## src/vast_pkg.sv

```systemverilog
// types, codes and constants for the voice allocator with stealing
// used by vast_dp, vast_ctrl and voice_allocator_with_stealing_top
package vast_pkg;

  localparam int NUM_VOICES_DEF = 64;
  localparam int MAX_GROUP_DEF  = 6;
  localparam int STEAL_LIMIT    = 100;
  localparam logic [6:0] VOICES_TOTAL_RST = 7'd64;

  localparam logic [1:0] CMD_ALLOC  = 2'd0;
  localparam logic [1:0] CMD_FREE   = 2'd1;
  localparam logic [1:0] CMD_LOOKUP = 2'd2;
  localparam logic [1:0] CMD_TAG    = 2'd3;

  localparam logic [1:0] RES_OK         = 2'd0;
  localparam logic [1:0] RES_NO_VOICES  = 2'd1;
  localparam logic [1:0] RES_BAD_HANDLE = 2'd2;

  localparam logic [1:0] ST_FREE = 2'd0;
  localparam logic [1:0] ST_PLAY = 2'd1;
  localparam logic [1:0] ST_HELD = 2'd2;

  localparam logic REG_STEAL_EQUAL  = 1'b0;
  localparam logic REG_VOICES_TOTAL = 1'b1;

  typedef struct packed {
    logic [1:0]         cmd;
    logic [2:0]         voices_needed;
    logic [7:0]         priority_req;
    logic [5:0]         range_low;
    logic [6:0]         range_high;
    logic [5:0]         voice_index;
    logic signed [31:0] lookup_handle;
    logic [31:0]        audio_tick;
    logic [15:0]        patch_key;
    logic               master_flag;
  } req_t;

  typedef struct packed {
    logic [1:0]         status_code;
    logic [5:0]         voice_out;
    logic [30:0]        group_handle;
    logic               stop_valid;
    logic signed [31:0] stop_handle;
    logic               last;
  } rsp_t;

  typedef struct packed {
    logic [1:0]  status;
    logic [31:0] stamp;
    logic [7:0]  prio;
    logic [31:0] handle;
    logic        mvalid;
    logic [7:0]  master;
    logic [15:0] patch;
    logic        is_master;
  } entry_t;

  localparam entry_t ENTRY_RESET = '{ST_FREE, 32'd0, 8'd0, 32'd0, 1'b0, 8'd0, 16'd0, 1'b0};

  typedef enum logic [1:0] {SCAN_FREE, SCAN_STEAL, SCAN_COUNT} scan_t;
  typedef enum logic [2:0] {RD_NONE, RD_SCAN, RD_PICK, RD_MASTER, RD_VI, RD_LOOKUP} rd_t;
  typedef enum logic [2:0] {WR_NONE, WR_ALLOC, WR_TAG, WR_REL_V, WR_REL_M, WR_HOLD_M} wr_t;
  typedef enum logic [1:0] {DEC_REL_V, DEC_REL_BOTH, DEC_HOLD} dec_t;

  typedef struct packed {
    logic       load;
    logic       bump;
    logic       scan_init;
    logic       scan_run;
    scan_t      scan_kind;
    logic       push;
    logic       sort_step;
    logic       k_clr;
    logic       k_inc;
    rd_t        rd;
    logic       stop_cap;
    logic       stop_cap_m;
    logic       cap_vent;
    wr_t        wr;
    logic       set_fail;
    logic [1:0] fail_code;
    logic       emit;
  } dp_cmd_t;

  typedef struct packed {
    logic [1:0] req_cmd;
    logic       need_bad;
    logic       vi_in;
    logic       lookup_in;
    logic       lookup_hit;
    logic       key_zero;
    logic       scan_done;
    logic       best_ok;
    logic       pass_last;
    logic       need_met;
    logic       k_last;
    logic       sort_last;
    logic       stop_master;
    logic       single;
    logic       can_emit;
    dec_t       dec;
  } dp_stat_t;

endpackage

```

## src/vast_ctrl.sv

```systemverilog
// controller state machine sequencing allocate, free, look up and tag
// depends on vast_pkg; drives vast_dp through command and status structs
module vast_ctrl (
  input  logic               clk,
  input  logic               rst,
  input  logic               req_valid,
  output logic               req_ready,
  output vast_pkg::dp_cmd_t  cmd,
  input  vast_pkg::dp_stat_t stat
);

  typedef enum logic [29:0] {
    S_IDLE   = 30'h0000_0001, S_ACHK   = 30'h0000_0002, S_FINIT  = 30'h0000_0004,
    S_FSCAN  = 30'h0000_0008, S_FPUSH  = 30'h0000_0010, S_SCHK   = 30'h0000_0020,
    S_SINIT  = 30'h0000_0040, S_SSCAN  = 30'h0000_0080, S_SPUSH  = 30'h0000_0100,
    S_SORT   = 30'h0000_0200, S_STRD   = 30'h0000_0400, S_STWT   = 30'h0000_0800,
    S_SMRD   = 30'h0000_1000, S_SMWT   = 30'h0000_2000, S_WRRD   = 30'h0000_4000,
    S_WR     = 30'h0000_8000, S_FRRD   = 30'h0001_0000, S_FRWT   = 30'h0002_0000,
    S_FRCHK  = 30'h0004_0000, S_FRSCAN = 30'h0008_0000, S_FRDEC  = 30'h0010_0000,
    S_RELV   = 30'h0020_0000, S_RELV2  = 30'h0040_0000, S_RELM   = 30'h0080_0000,
    S_HOLD   = 30'h0100_0000, S_LRD    = 30'h0200_0000, S_LWT    = 30'h0400_0000,
    S_TRD    = 30'h0800_0000, S_TWR    = 30'h1000_0000, S_EMIT   = 30'h2000_0000
  } state_t;

  state_t state, state_next;

  always_ff @(posedge clk) begin
    if (rst) state <= S_IDLE;
    else state <= state_next;
  end

  always_comb begin
    cmd = '0;
    state_next = state;
    req_ready = 1'b0;
    case (state)
      S_IDLE: begin
        req_ready = 1'b1;
        if (req_valid) begin
          cmd.load = 1'b1;
          case (stat.req_cmd)
            vast_pkg::CMD_ALLOC:  state_next = S_ACHK;
            vast_pkg::CMD_FREE:   state_next = S_FRRD;
            vast_pkg::CMD_LOOKUP: state_next = S_LRD;
            default:              state_next = S_TRD;
          endcase
        end
      end
      S_ACHK: begin
        cmd.bump = 1'b1;
        if (stat.need_bad) begin
          cmd.set_fail = 1'b1;
          cmd.fail_code = vast_pkg::RES_NO_VOICES;
          state_next = S_EMIT;
        end else state_next = S_FINIT;
      end
      S_FINIT: begin
        cmd.scan_init = 1'b1;
        cmd.scan_kind = vast_pkg::SCAN_FREE;
        state_next = S_FSCAN;
      end
      S_FSCAN: begin
        cmd.scan_run = 1'b1;
        cmd.scan_kind = vast_pkg::SCAN_FREE;
        cmd.rd = vast_pkg::RD_SCAN;
        if (stat.scan_done) state_next = S_FPUSH;
      end
      S_FPUSH: begin
        cmd.push = 1'b1;
        state_next = stat.pass_last ? S_SCHK : S_FINIT;
      end
      S_SCHK: begin
        if (stat.need_met) begin
          cmd.k_clr = 1'b1;
          state_next = S_SORT;
        end else state_next = S_SINIT;
      end
      S_SINIT: begin
        cmd.scan_init = 1'b1;
        cmd.scan_kind = vast_pkg::SCAN_STEAL;
        state_next = S_SSCAN;
      end
      S_SSCAN: begin
        cmd.scan_run = 1'b1;
        cmd.scan_kind = vast_pkg::SCAN_STEAL;
        cmd.rd = vast_pkg::RD_SCAN;
        if (stat.scan_done) state_next = S_SPUSH;
      end
      S_SPUSH: begin
        if (!stat.best_ok) begin
          cmd.set_fail = 1'b1;
          cmd.fail_code = vast_pkg::RES_NO_VOICES;
          state_next = S_EMIT;
        end else begin
          cmd.push = 1'b1;
          state_next = S_SCHK;
        end
      end
      S_SORT: begin
        cmd.sort_step = 1'b1;
        if (stat.sort_last) begin
          cmd.k_clr = 1'b1;
          state_next = S_STRD;
        end else cmd.k_inc = 1'b1;
      end
      S_STRD: begin
        cmd.rd = vast_pkg::RD_PICK;
        state_next = S_STWT;
      end
      S_STWT, S_SMWT: begin
        if (state == S_STWT) cmd.stop_cap = 1'b1;
        else cmd.stop_cap_m = 1'b1;
        if (state == S_STWT && stat.stop_master) state_next = S_SMRD;
        else if (stat.k_last) begin
          cmd.k_clr = 1'b1;
          state_next = S_WRRD;
        end else begin
          cmd.k_inc = 1'b1;
          state_next = S_STRD;
        end
      end
      S_SMRD: begin
        cmd.rd = vast_pkg::RD_MASTER;
        state_next = S_SMWT;
      end
      S_WRRD: begin
        cmd.rd = vast_pkg::RD_PICK;
        state_next = S_WR;
      end
      S_WR: begin
        cmd.wr = vast_pkg::WR_ALLOC;
        if (stat.k_last) begin
          cmd.k_clr = 1'b1;
          state_next = S_EMIT;
        end else begin
          cmd.k_inc = 1'b1;
          state_next = S_WRRD;
        end
      end
      S_FRRD: begin
        if (!stat.vi_in) state_next = S_EMIT;
        else begin
          cmd.rd = vast_pkg::RD_VI;
          state_next = S_FRWT;
        end
      end
      S_FRWT: begin
        cmd.cap_vent = 1'b1;
        state_next = S_FRCHK;
      end
      S_FRCHK: begin
        if (stat.key_zero) state_next = S_RELV;
        else begin
          cmd.scan_init = 1'b1;
          cmd.scan_kind = vast_pkg::SCAN_COUNT;
          state_next = S_FRSCAN;
        end
      end
      S_FRSCAN: begin
        cmd.scan_run = 1'b1;
        cmd.scan_kind = vast_pkg::SCAN_COUNT;
        cmd.rd = vast_pkg::RD_SCAN;
        if (stat.scan_done) state_next = S_FRDEC;
      end
      S_FRDEC: begin
        case (stat.dec)
          vast_pkg::DEC_REL_BOTH: state_next = S_RELV2;
          vast_pkg::DEC_HOLD:     state_next = S_HOLD;
          default:                state_next = S_RELV;
        endcase
      end
      S_RELV: begin
        cmd.wr = vast_pkg::WR_REL_V;
        state_next = S_EMIT;
      end
      S_RELV2: begin
        cmd.wr = vast_pkg::WR_REL_V;
        state_next = S_RELM;
      end
      S_RELM: begin
        cmd.wr = vast_pkg::WR_REL_M;
        state_next = S_EMIT;
      end
      S_HOLD: begin
        cmd.wr = vast_pkg::WR_HOLD_M;
        state_next = S_EMIT;
      end
      S_LRD: begin
        if (!stat.lookup_in) begin
          cmd.set_fail = 1'b1;
          cmd.fail_code = vast_pkg::RES_BAD_HANDLE;
          state_next = S_EMIT;
        end else begin
          cmd.rd = vast_pkg::RD_LOOKUP;
          state_next = S_LWT;
        end
      end
      S_LWT: begin
        if (!stat.lookup_hit) begin
          cmd.set_fail = 1'b1;
          cmd.fail_code = vast_pkg::RES_BAD_HANDLE;
        end
        state_next = S_EMIT;
      end
      S_TRD: begin
        if (!stat.vi_in) state_next = S_EMIT;
        else begin
          cmd.rd = vast_pkg::RD_VI;
          state_next = S_TWR;
        end
      end
      S_TWR: begin
        cmd.wr = vast_pkg::WR_TAG;
        state_next = S_EMIT;
      end
      S_EMIT: begin
        if (stat.can_emit) begin
          cmd.emit = 1'b1;
          if (stat.single || stat.k_last) state_next = S_IDLE;
          else cmd.k_inc = 1'b1;
        end
      end
      default: state_next = S_IDLE;
    endcase
  end

endmodule

```

## config.mk

```make
export PLATFORM = sky130hd
export DESIGN_NAME = vast_ctrl
export DESIGN_NICKNAME = d
export VERILOG_FILES = /design/src/vast_pkg.sv /design/src/vast_ctrl.sv
export SDC_FILE = /design/constraint.sdc
export NUM_CORES = 1
export LEC_CHECK = 0
export BUFFER_PORTS_ARGS = -buffer_cell sky130_fd_sc_hd__clkbuf_2
export CORE_ASPECT_RATIO = 0.6
export CORE_UTILIZATION = 45
export CTS_CLUSTER_SIZE = 28
export DETAILED_ROUTE_END_ITERATION = 8
export PLACE_DENSITY = 0.77
export SYNTH_ARGS = -nofsm -noshare
export SYNTH_HDL_FRONTEND = slang
export SYNTH_SLANG_ARGS = --single-unit
```

## constraint.sdc

```tcl
create_clock -name clk -period 3 [get_ports clk]
set_clock_uncertainty 0.15 [all_clocks]
set_input_delay 0.15 -clock clk [delete_from_list [all_inputs] [get_ports clk]]
set_output_delay 0.15 -clock clk [all_outputs]
set_load 0.01 [all_outputs]
```

== Word level (Yosys, flattened, before mapping) ==
Cells that the tools add are included.

* Eq/ne operators: 41
* Multiplexer cells: 58
* Reduce and logical (&&, ||, !) cells: 12

{| class="wikitable"
|+ Operators with widths
! cell !! number
|-
| 30-bit one-hot mux with 25 select lines || 1
|-
| 30-bit 2-to-1 mux || 14
|-
| 28-bit one-hot mux with 3 select lines || 1
|-
| 25-bit one-hot mux with 2 select lines || 1
|-
| 30-bit by 1-bit == test with 1-bit output, second input constant || 1
|-
| 30-bit by 10-bit == test with 1-bit output, second input constant || 1
|-
| 30-bit by 11-bit == test with 1-bit output, second input constant || 1
|-
| 30-bit by 12-bit == test with 1-bit output, second input constant || 1
|-
| 30-bit by 13-bit == test with 1-bit output, second input constant || 1
|-
| 30-bit by 14-bit == test with 1-bit output, second input constant || 1
|-
| 30-bit by 15-bit == test with 1-bit output, second input constant || 1
|-
| 30-bit by 16-bit == test with 1-bit output, second input constant || 1
|-
| 30-bit by 17-bit == test with 1-bit output, second input constant || 1
|-
| 30-bit by 18-bit == test with 1-bit output, second input constant || 1
|-
| 30-bit by 19-bit == test with 1-bit output, second input constant || 1
|-
| 30-bit by 2-bit == test with 1-bit output, second input constant || 1
|-
| 30-bit by 20-bit == test with 1-bit output, second input constant || 1
|-
| 30-bit by 21-bit == test with 1-bit output, second input constant || 1
|-
| 30-bit by 22-bit == test with 1-bit output, second input constant || 1
|-
| 30-bit by 23-bit == test with 1-bit output, second input constant || 1
|-
| 30-bit by 24-bit == test with 1-bit output, second input constant || 1
|-
| 30-bit by 25-bit == test with 1-bit output, second input constant || 1
|-
| 30-bit by 26-bit == test with 1-bit output, second input constant || 1
|-
| 30-bit by 27-bit == test with 1-bit output, second input constant || 1
|-
| other kinds (32) || 74
|}

* Register bits: 30
* Word-level logic and storage cells: 112
* Bits of input ports: 21

== Logic depth before layout (Yosys ltp) ==
Gate-level depths: netlist of the first run.

* Word-level depth: 4
* Depth in mapped cells: 9
* Gate-level depth less buffers: 6

== Worst setup path after synthesis of the first run ==
Ideal clock, no wire load.

* Kind: reg2out
* From: register state[16]
* To: output port cmd[13] (netlist bit)
* Setup slack: 0.488 ns
* Arrival time: 2.212 ns
* Stages on the path, launching flop included: 8
* Path through: dfxtp_1 > buf_2 > nor4_4 > nand3_1 > nor4_2 > a21oi_1 > o211a_1 > o21ai_0

{| class="wikitable"
|+ RTL lines
! item !! line !! source
|-
| start: declaration || vast_ctrl.sv:25 || <nowiki>state_t state, state_next;</nowiki>
|-
| start signal: assignment || vast_ctrl.sv:29 || <nowiki>else state <= state_next;</nowiki>
|-
| end: declaration || vast_ctrl.sv:8 || <nowiki>output vast_pkg::dp_cmd_t cmd,</nowiki>
|}

==> flow_summary.yaml, run 1 <==
outcome:
  status: "complete, no violations"
setup_path:
  r2r_end: "state[20]"
  critical_path.cell_chain: "nor4_4 -> nand4_2 -> or4_1 -> or3_4 -> nand3_1 -> clkbuf_2"
  end_kind: "output pin"
  required_ns: 2.70
  path_buf_inv: 1
  ff2ff_setup_slack_ns: 0.28
  worst_path_max_delay_cell: "or4_1"
  cp-start-kind: "flip-flop"
  crit_cells: 6
  crit_type: "flip-flop to output pin"
  worst-path-max-fanout: 7
  ff2ff_path_depth: 7
  cp_top_family: "simple AND/OR/NAND/NOR gates"
  cp_slowest_stage_delay_ns: 0.66
  cp.arrival_ns: 2.63
  r2r_start: "state[23]"
die:
  coreArea_um2: 4280
  start_util_pct: 48.8
  io_pins: 45
  num_rows: 18
  dieArea_um2: 4930
  die_w_um: 90.0
  die_h_um: 54.8
finish:
  layout-drive-gt1-share_pct: 27.1
  reg.largest.list: "state x30"
  num_antenna_cells: 0
  area_delta_synth_final_pct: 24.9
  nets: 348
  final_common_cell: "clkbuf_2"
  utilization_pct: 61.0
  layout_common_cells: "44 x clkbuf_2, 30 x dfxtp_1, 23 x nor2_1"
  regMostFlops: "state"
  largest_register_ffs: 30
grt:
  grt_first_pass_wirelength_um: 10300
  antenna_found_initial: 0
  grt_max_degree: 24
  grt_pass1_vias: 2007
  track_usage_pct: 28.4
  overflow: 0
job:
  max_cap_viol_count: 0
power:
  switching_share_pct: 35.3
  max-vdd-ir-drop_v: 0.000273
  leakage_nw: 1.13
  p_clk_share_pct: 29.5
  p_per_area_nw_per_um2: 405
  p_comb_share_pct: 30.3
  p_int_mw: 0.683
  seqPwrFrac_pct: 40.2
  switchingPower_mw: 0.373
synth:
  synth_xor_area_share_pct: 2.51
  async_flop_share_pct: 0
  synth_fa_ha_area_share_pct: 1.20
  synth_top_area_share_pct: 28.7
  synth_compound_area_share_pct: 11.3
  synthMuxAreaShare_pct: 0.539
  synth_edf_count: 0
  synth_top_family_by_area: "simple AND/OR/NAND/NOR gates"
  synth-simple-area-share_pct: 50.4
  synth_cells: 265
  avgSynthCellArea_um2: 7.88
  synth_top_area_cell: "dfxtp_1"
  netlist_area_um2: 2090
  ys_seq_area_share_pct: 28.7
  synth_cell_types: 49
  yosysWarnings: 0
  syn_nets: 288
  ys_ff_latch: 30
  synth_ff_type: "dfxtp_1"
  yosys-top-cells-area: "dfxtp_1 29%, nor4_4 5.1%, nand4_1 4.5%, nor2_1 4.1%, nand2_1 4.0%"
detailed_routing:
  ant_nets: 0
  routedWlPerCell_um: 17.8
  vias: 2378
  firstDrtPassIters: 5
  dr.first_iter.drc_count: 270
  wirelength_um: 6850
  vias_per_cell: 6.18
  drc_errors: 0
placed_design:
  io_buffers: 44
  routabilityCongestion: 0.942
  hpwl_um: 5080
min_path:
  min_path_cells: 3
  min-delay-start: "stat[9]"
  hold_class: "input pin to flip-flop"
  min_to: "state[5]"
cts:
  cts-root-buf: "clkbuf_8"
  clk_pin_slew_ns: 0.06
  cts_buffers: 5
  clock_path_buffers: 2
  cts_sinks: 30
  cts_tree: "yes"
  clk_latency_ns: 0.28
  h-tree-depth: 2
timing:
  worst_pin_slew_ns: 0.525
  max_freq_mhz: 342
  setup_viol: 0
  final_max_slew_viol_count: 0
  hold_viol: 0
  slew_headroom_pct: 65.0
  period_share_pct: 97.6
  whs_ns: 0.0319
  layout_min_cycle_time_ns: 2.93
-- Yosys cell counts (2+ instances only) --
master	number
nand4_1	15
nand2_1	22
nor3_1	15
nor4_1	13
nand2b_1	10
ha_1	2
dfxtp_1	30
a21oi_1	10
nor2b_1	2
nor2_1	23
a2bb2oi_1	2
nor4b_1	9
nand4b_1	2
o21ai_1	2
or4b_2	3
nor3b_1	6
or4_1	4
and4_1	2
nor4_4	5
nand3_1	11
clkbuf_1	5
o21ai_0	7
buf_2	6
inv_1	17
a211oi_1	2
nand3b_1	3
or2_2	3
or3_1	7
xor2_1	3
xnor2_1	3
nor3_2	2
nor4_2	2
-- layer usage --
layer	global-route usage (%)	part of all wire [%]	up-vias
met2	41.8	40	150
met3	8.19	11	17
met5	0	0	-
met4	8.87	1.5	0
li1	-	-	1111
met1	40.0	47	1100
-- cell families after synthesis --
logic type / after synthesis
buffers and inverters: 28
AO/OA/AOI/OAI: 34
AND/OR/NAND/NOR: 164
flip-flops: 30
XOR/XNOR: 6
adder cells (fa/ha/maj): 2
multiplexers: 1
-- repair_timing --
action | 4_1_cts | 5_1_grt
gates cloned | 0 | 0
hold buffers | 6 | 0
pin swaps | 0 | 2
hold endpoints to repair | 8 | 0
resized for setup | 1 | 5
setup buffers | 0 | 4
endpoints found under the setup margin | 1 | 7
-- worst max-delay path by stage --
stage	from	to	slack [ns]
6_report	state[7]	cmd[20]	0.07
2_1_floorplan	state[16]	cmd[13]	0.49
3_3_place_gp	state[4]	cmd[13]	0.38
5_1_grt	state[7]	cmd[18]	-0.03
3_5_place_dp	state[4]	cmd[13]	0.22
4_1_cts	state[4]	cmd[13]	0.04
-- power by group through the flow --
| stage | Combinational, mW | Sequential [mW] | Clock (mW) |
|---|---|---|---|
| 5_1_grt | 0.339 | 0.425 | 0.335 |
| 2_1_floorplan | 0.193 | 0.427 | 0 |
| 4_1_cts | 0.301 | 0.423 | 0.312 |
| 6_report | 0.320 | 0.424 | 0.312 |
| 3_3_place_gp | 0.286 | 0.431 | 0 |
| 3_5_place_dp | 0.292 | 0.432 | 0 |
-- area by class of cell --
| type | instances | area (µm²) |
|---|---|---|
| fillers | 394 | 1670 |
| multi-input cells | 207 | 1410 |
| inverters | 17 | 63.8 |
| clock buffers | 7 | 76.3 |
| repair buffers | 64 | 385 |
| well taps | 60 | 75.1 |
| flip-flops and latches | 30 | 601 |
-- through the flow --
stage	power (mW)	setup slack, ns	TNS, ns	cells	area [µm²]
floorplan	0.619	0.488	0	265	2090
global placement	0.717	0.379	0	368	2410
detailed placement	0.724	0.220	0	368	2410
CTS	1.04	0.0434	0	381	2550
global route	1.10	-0.0286	-0.0812	385	2610
finish	1.06	0.0721	0	385	2610
-- worst min-delay path, cell delays in order --
cell      delay, ns
clkbuf_2       0.09
nand4_1        0.10
a21oi_1        0.08
Power figures use the tool's default switching activity.
==> inputs of run 2 (changes only) <==
--- a/config.mk
+++ b/config.mk
@@ -5,12 +5,13 @@
 export SDC_FILE = /design/constraint.sdc
 export NUM_CORES = 1
 export LEC_CHECK = 0
+export ABC_AREA = 1
 export BUFFER_PORTS_ARGS = -buffer_cell sky130_fd_sc_hd__clkbuf_2
 export CORE_ASPECT_RATIO = 0.6
 export CORE_UTILIZATION = 45
 export CTS_CLUSTER_SIZE = 28
 export DETAILED_ROUTE_END_ITERATION = 8
-export PLACE_DENSITY = 0.77
+export PLACE_DENSITY = 0.76
 export SYNTH_ARGS = -nofsm -noshare
 export SYNTH_HDL_FRONTEND = slang
 export SYNTH_SLANG_ARGS = --single-unit
==> flow_summary.yaml, run 2 <==
outcome:
  status: "complete, no violations"
synth:
  synth_fa_ha_area_share_pct: 1.09
  avgSynthCellArea_um2: 5.93
  synth_xor_area_share_pct: 0
  synth_top_area_share_pct: 26.2
  synth_top_area_cell: "dfxtp_1"
  async_flop_share_pct: 0
  synth_common_cells: "111 x nand2_1, 85 x nor2_1, 47 x inv_1"
  netlist_area_um2: 2290
  synth_top_family_by_area: "simple AND/OR/NAND/NOR gates"
  syn_nets: 410
  synth_compound_area_share_pct: 3.44
  synth_cell_types: 29
  synth_most_common_cell: "nand2_1"
  synth_edf_count: 0
  ys_ff_latch: 30
  yosysWarnings: 0
  synth_cells: 387
  yosys-top-cells-area: "dfxtp_1 26%, nand2_1 18%, nor2_1 14%, inv_1 7.7%, nand3_1 4.4%"
  ys_seq_area_share_pct: 26.2
  synth_ff_type: "dfxtp_1"
  synthMuxAreaShare_pct: 0
  synth-simple-area-share_pct: 58.2
finish:
  utilization_pct: 56.6
  multiInputGateArea_um2: 1440
  layout_common_cells: "111 x nand2_1, 85 x nor2_1, 47 x inv_1"
  ff_latch_area_um2: 601
  largest_register_ffs: 30
  final_common_cell: "nand2_1"
  num_antenna_cells: 0
  nFillCells: 464
  area_delta_synth_final_pct: 16.7
  final_area_um2: 2680
  reg.largest.list: "state x30"
  layout-drive-gt1-share_pct: 24.9
  nets: 459
  regMostFlops: "state"
cts:
  post_cts_buffers: 0
  clock_path_buffers: 2
  ctsResizeCount: 0
  clk_latency_ns: 0.29
  clk_pin_slew_ns: 0.07
  cts-root-buf: "clkbuf_8"
  ctsHoldBuffers: 3
  h-tree-depth: 2
  cts_sinks: 30
  cts_tree: "yes"
  cts_buffers: 5
timing:
  setup_ws_ns: 0.603
  whs_ns: 0.00267
  slew_headroom_pct: 54.5
  worst_pin_slew_ns: 0.682
  final_max_slew_viol_count: 0
  layout_min_cycle_time_ns: 2.40
  setup_viol: 0
  setup_tns_ns: 0
  max_freq_mhz: 417
  hold_viol: 0
  period_share_pct: 79.9
  grt_setup_unrepaired: "false"
power:
  seqPwrFrac_pct: 33.1
  switching_share_pct: 42.0
  p_comb_share_pct: 40.0
  leakage_nw: 1.44
  p_per_area_nw_per_um2: 478
  p_int_mw: 0.742
  max-vdd-ir-drop_v: 0.000312
  p_clk_share_pct: 26.8
  switchingPower_mw: 0.537
setup_path:
  cp.arrival_ns: 2.10
  worst-path-max-fanout: 15
  crit_type: "flip-flop to output pin"
  cp-start-kind: "flip-flop"
  end_kind: "output pin"
  required_ns: 2.70
die:
  num_rows: 19
  start_util_pct: 48.5
  coreArea_um2: 4730
  die_h_um: 57.3
  dieArea_um2: 5400
  io_pins: 45
  die_w_um: 94.2
detailed_routing:
  drc_errors: 0
  routedWlPerCell_um: 12.6
  vias_per_cell: 4.99
  wirelength_um: 6320
  dr.first_iter.drc_count: 153
  vias: 2495
  ant_nets: 0
  firstDrtPassIters: 4
placed_design:
  place_area_um2: 2550
  io_buffers: 44
  place_ws_ns: 0.775
  hpwl_um: 5150
  routabilityCongestion: 0.887
min_path:
  hold_class: "input pin to flip-flop"
grt:
  grt_first_pass_wirelength_um: 10200
  overflow: 0
  antenna_found_initial: 0
  grt_pass1_vias: 2189
  track_usage_pct: 24.9
  grt_max_degree: 30
job:
  max_cap_viol_count: 0
[run 2: cell types whose count changed after synthesis, moves of 10 or more]
cell	delta
nand2_2	+13
nor4_1	-13
nor3_1	-10
inv_1	+30
nand2_1	+89
nor2_1	+62
nor2_2	+10
nand3_2	+10
nand2b_1	-10
[run 2: path summary, 6_finish.rpt]
path	slack, ns	end	start	depth (start not counted)
worst max register to register	0.72	state[25]	state[13]	12
worst min-delay path	0.003	state[12]	stat[4]	3
worst max-delay path	0.60	cmd[20]	state[13]	9
worst min register to register	0.35	state[7]	state[7]	2
[run 2: layout make-up]
| class | instances | area share (%) |
|---|---|---|
| multi-input cells | 295 | 53.8 |
| flip-flops and latches | 30 | 22.4 |
| repair buffers | 47 | 9.35 |
| inverters | 57 | 8.09 |
| clock buffers | 7 | 3.23 |
| well taps | 63 | 2.95 |
| clock inverters | 1 | 0.187 |
[run 2: per-layer routing]
| layer | routed length, µm | GRT usage, % | part of all wire [%] | vias to the layer above |
|---|---|---|---|---|
| li1 | - | - | - | 1283 |
| met1 | 3260 | 37.2 | 52 | 1099 |
| met2 | 2530 | 36.6 | 40 | 106 |
| met3 | 484 | 5.20 | 7.7 | 7 |
| met4 | 38 | 5.49 | 0.60 | 0 |
| met5 | 0 | 0 | 0 | - |
[run 2: per-stage QoR]
step / instances / power [mW]
after global routing: 500 / 1.35
after CTS: 500 / 1.27
after floorplan: 387 / 0.837
after global placement: 489 / 0.917
after detailed placement: 489 / 0.930
final: 500 / 1.28
[run 2: critical path, stage by stage, from the launching register on]
cell,delay (ns)
dfxtp_1,0.31
inv_1,0.08
nand2_2,0.09
nor2_4,0.16
nand2_2,0.17
nor2_4,0.33
nand2_1,0.14
or2_1,0.29
nand3_1,0.10
clkbuf_2,0.13
[run 2: kinds of logic (layout without fill, tap and decap cells)]
| logic type | Yosys count | count (layout) |
|---|---|---|
| AO/OA/AOI/OAI | 14 | 14 |
| adder cells (fa/ha/maj) | 2 | 2 |
| buffers and inverters | 62 | 112 |
| flip-flops | 30 | 30 |
| AND/OR/NAND/NOR | 279 | 279 |
[run 2: power by group through the flow]
stage	clock, mW	combinational [mW]	sequential (mW)
2_1_floorplan	0	0.407	0.430
3_3_place_gp	0	0.485	0.432
3_5_place_dp	0	0.498	0.432
4_1_cts	0.346	0.504	0.424
5_1_grt	0.366	0.560	0.425
6_report	0.343	0.512	0.424
==> inputs of run 3 (changes only) <==
==> constraint.sdc (replaced) <==
create_clock -name clk -period 2.3 [get_ports clk]
set_clock_uncertainty 0.15 [all_clocks]
set_input_delay 0.115 -clock clk [delete_from_list [all_inputs] [get_ports clk]]
set_output_delay 0.115 -clock clk [all_outputs]
set_load 0.01 [all_outputs]
==> flow_summary.yaml, run 3 (synthesis gave the netlist of run 2 again) <==
timing:
  hold_viol: 0
  setup_viol: 0
  final_max_slew_viol_count: 0
  period_share_pct: 96.0
  layout_min_cycle_time_ns: 2.21
  slew_headroom_pct: 71.2
  worst_pin_slew_ns: 0.432
  max_freq_mhz: 453
  whs_ns: 0.0193
power:
  finalPower_mw: 1.91
  p_per_area_nw_per_um2: 637
  leakage_nw: 1.59
  max-vdd-ir-drop_v: 0.000578
detailed_routing:
  wirelength_um: 6930
  drc_errors: 0
  dr.first_iter.drc_count: 187
  firstDrtPassIters: 5
  vias: 2685
  vias_per_cell: 5.08
  routedWlPerCell_um: 13.1
  ant_nets: 0
outcome:
  status: "complete, no violations"
grt:
  grt_first_pass_wirelength_um: 10800
  overflow: 0
  grt_max_degree: 19
  track_usage_pct: 26.4
  antenna_found_initial: 0
  grt_pass1_vias: 2322
setup_path:
  end_kind: "output pin"
  required_ns: 2.04
  ff2ff_setup_slack_ns: 0.14
  cp.arrival_ns: 1.94
  cp-start-kind: "flip-flop"
  crit_type: "flip-flop to output pin"
  worst-path-max-fanout: 13
finish:
  regMostFlops: "state"
  num_antenna_cells: 0
  largest_register_ffs: 30
  layout-drive-gt1-share_pct: 30.5
  layout_common_cells: "108 x nand2_1, 84 x nor2_1, 46 x inv_1"
  reg.largest.list: "state x30"
  nets: 488
  utilization_pct: 63.4
  final_common_cell: "nand2_1"
  area_delta_synth_final_pct: 30.7
cts:
  cts_sinks: 30
  cts_tree: "yes"
  cts_buffers: 5
  h-tree-depth: 2
  clk_pin_slew_ns: 0.07
  cts-root-buf: "clkbuf_8"
  clock_path_buffers: 2
  clk_latency_ns: 0.29
job:
  max_cap_viol_count: 0
die:
  coreArea_um2: 4730
  die_h_um: 57.3
  io_pins: 45
  die_w_um: 94.2
  start_util_pct: 48.5
  num_rows: 19
  dieArea_um2: 5400
min_path:
  hold_class: "input pin to flip-flop"
placed_design:
  io_buffers: 44
  routabilityCongestion: 0.902
  hpwl_um: 5110
run 3: changes by cell type in the layout (fill, tap and decap cells not counted), sizes merged:
cell | previous run | this run
dlygate4sd3 | 3 | 7
nor2 | 102 | 103
clkbuf | 51 | 49
bufinv | 0 | 1
buf | 0 | 24
clkinv | 1 | 2
run 3: power by group:
part,switching [mW],internal [mW],total (mW)
logic,0.517,0.301,0.818
clock network,0.215,0.319,0.534
registers,0.0193,0.538,0.558
run 3: critical path: stages (launching register included):
cell and delay (ns):
dfxtp_1 0.34, nor2_4 0.19, nand2_4 0.09, inv_2 0.09
nand2_4 0.07, nor2_8 0.14, buf_12 0.15, nand2_2 0.08
inv_1 0.07, nand2_1 0.08, o21ai_4 0.09, or2_4 0.14
clkbuf_2 0.12
run 3: area by class of cell:
class | count | area, µm²
clock inverters | 3 | 40.0
repair buffers | 75 | 483
fillers | 435 | 1730
inverters | 57 | 216
well taps | 63 | 78.8
flip-flops and latches | 30 | 601
multi-input cells | 296 | 1510
clock buffers | 5 | 68.8
run 3: what timing repair did:
item                       in CTS  in global routing
gates cloned                    1                  0
setup endpoints to repair       6                 23
hold endpoints to repair       10                  0
hold buffers                    7                  0
pin swaps                       2                 10
resized for setup               0                 17
setup buffers                   7                 14
run 3: worst paths after layout:
| path | from | to | depth (start not counted) |
|---|---|---|---|
| max reg2reg | state[13] | state[8] | 13 |
| max | state[23] | cmd[3] | 12 |
| min reg2reg | state[7] | state[7] | 2 |
| min | stat[9] | state[5] | 3 |
run 3: metal layers:
layer	vias up	wire length [µm]	global-route usage (%)
met1	1183	3240	40.0
met2	143	2890	37.1
met5	-	0	0
li1	1343	-	-
met4	0	123	7.47
met3	16	674	5.73
run 3: stage by stage:
stage                     cells  instance area, µm²  setup slack [ns]  TNS (ns)
after global placement      492                2580             0.147         0
final                       529                3000            0.0921         0
after global routing        529                3000           -0.0428   -0.0818
after CTS                   515                2830            0.0233         0
after detailed placement    492                2580             0.103         0
after floorplan             387                2290             0.438         0
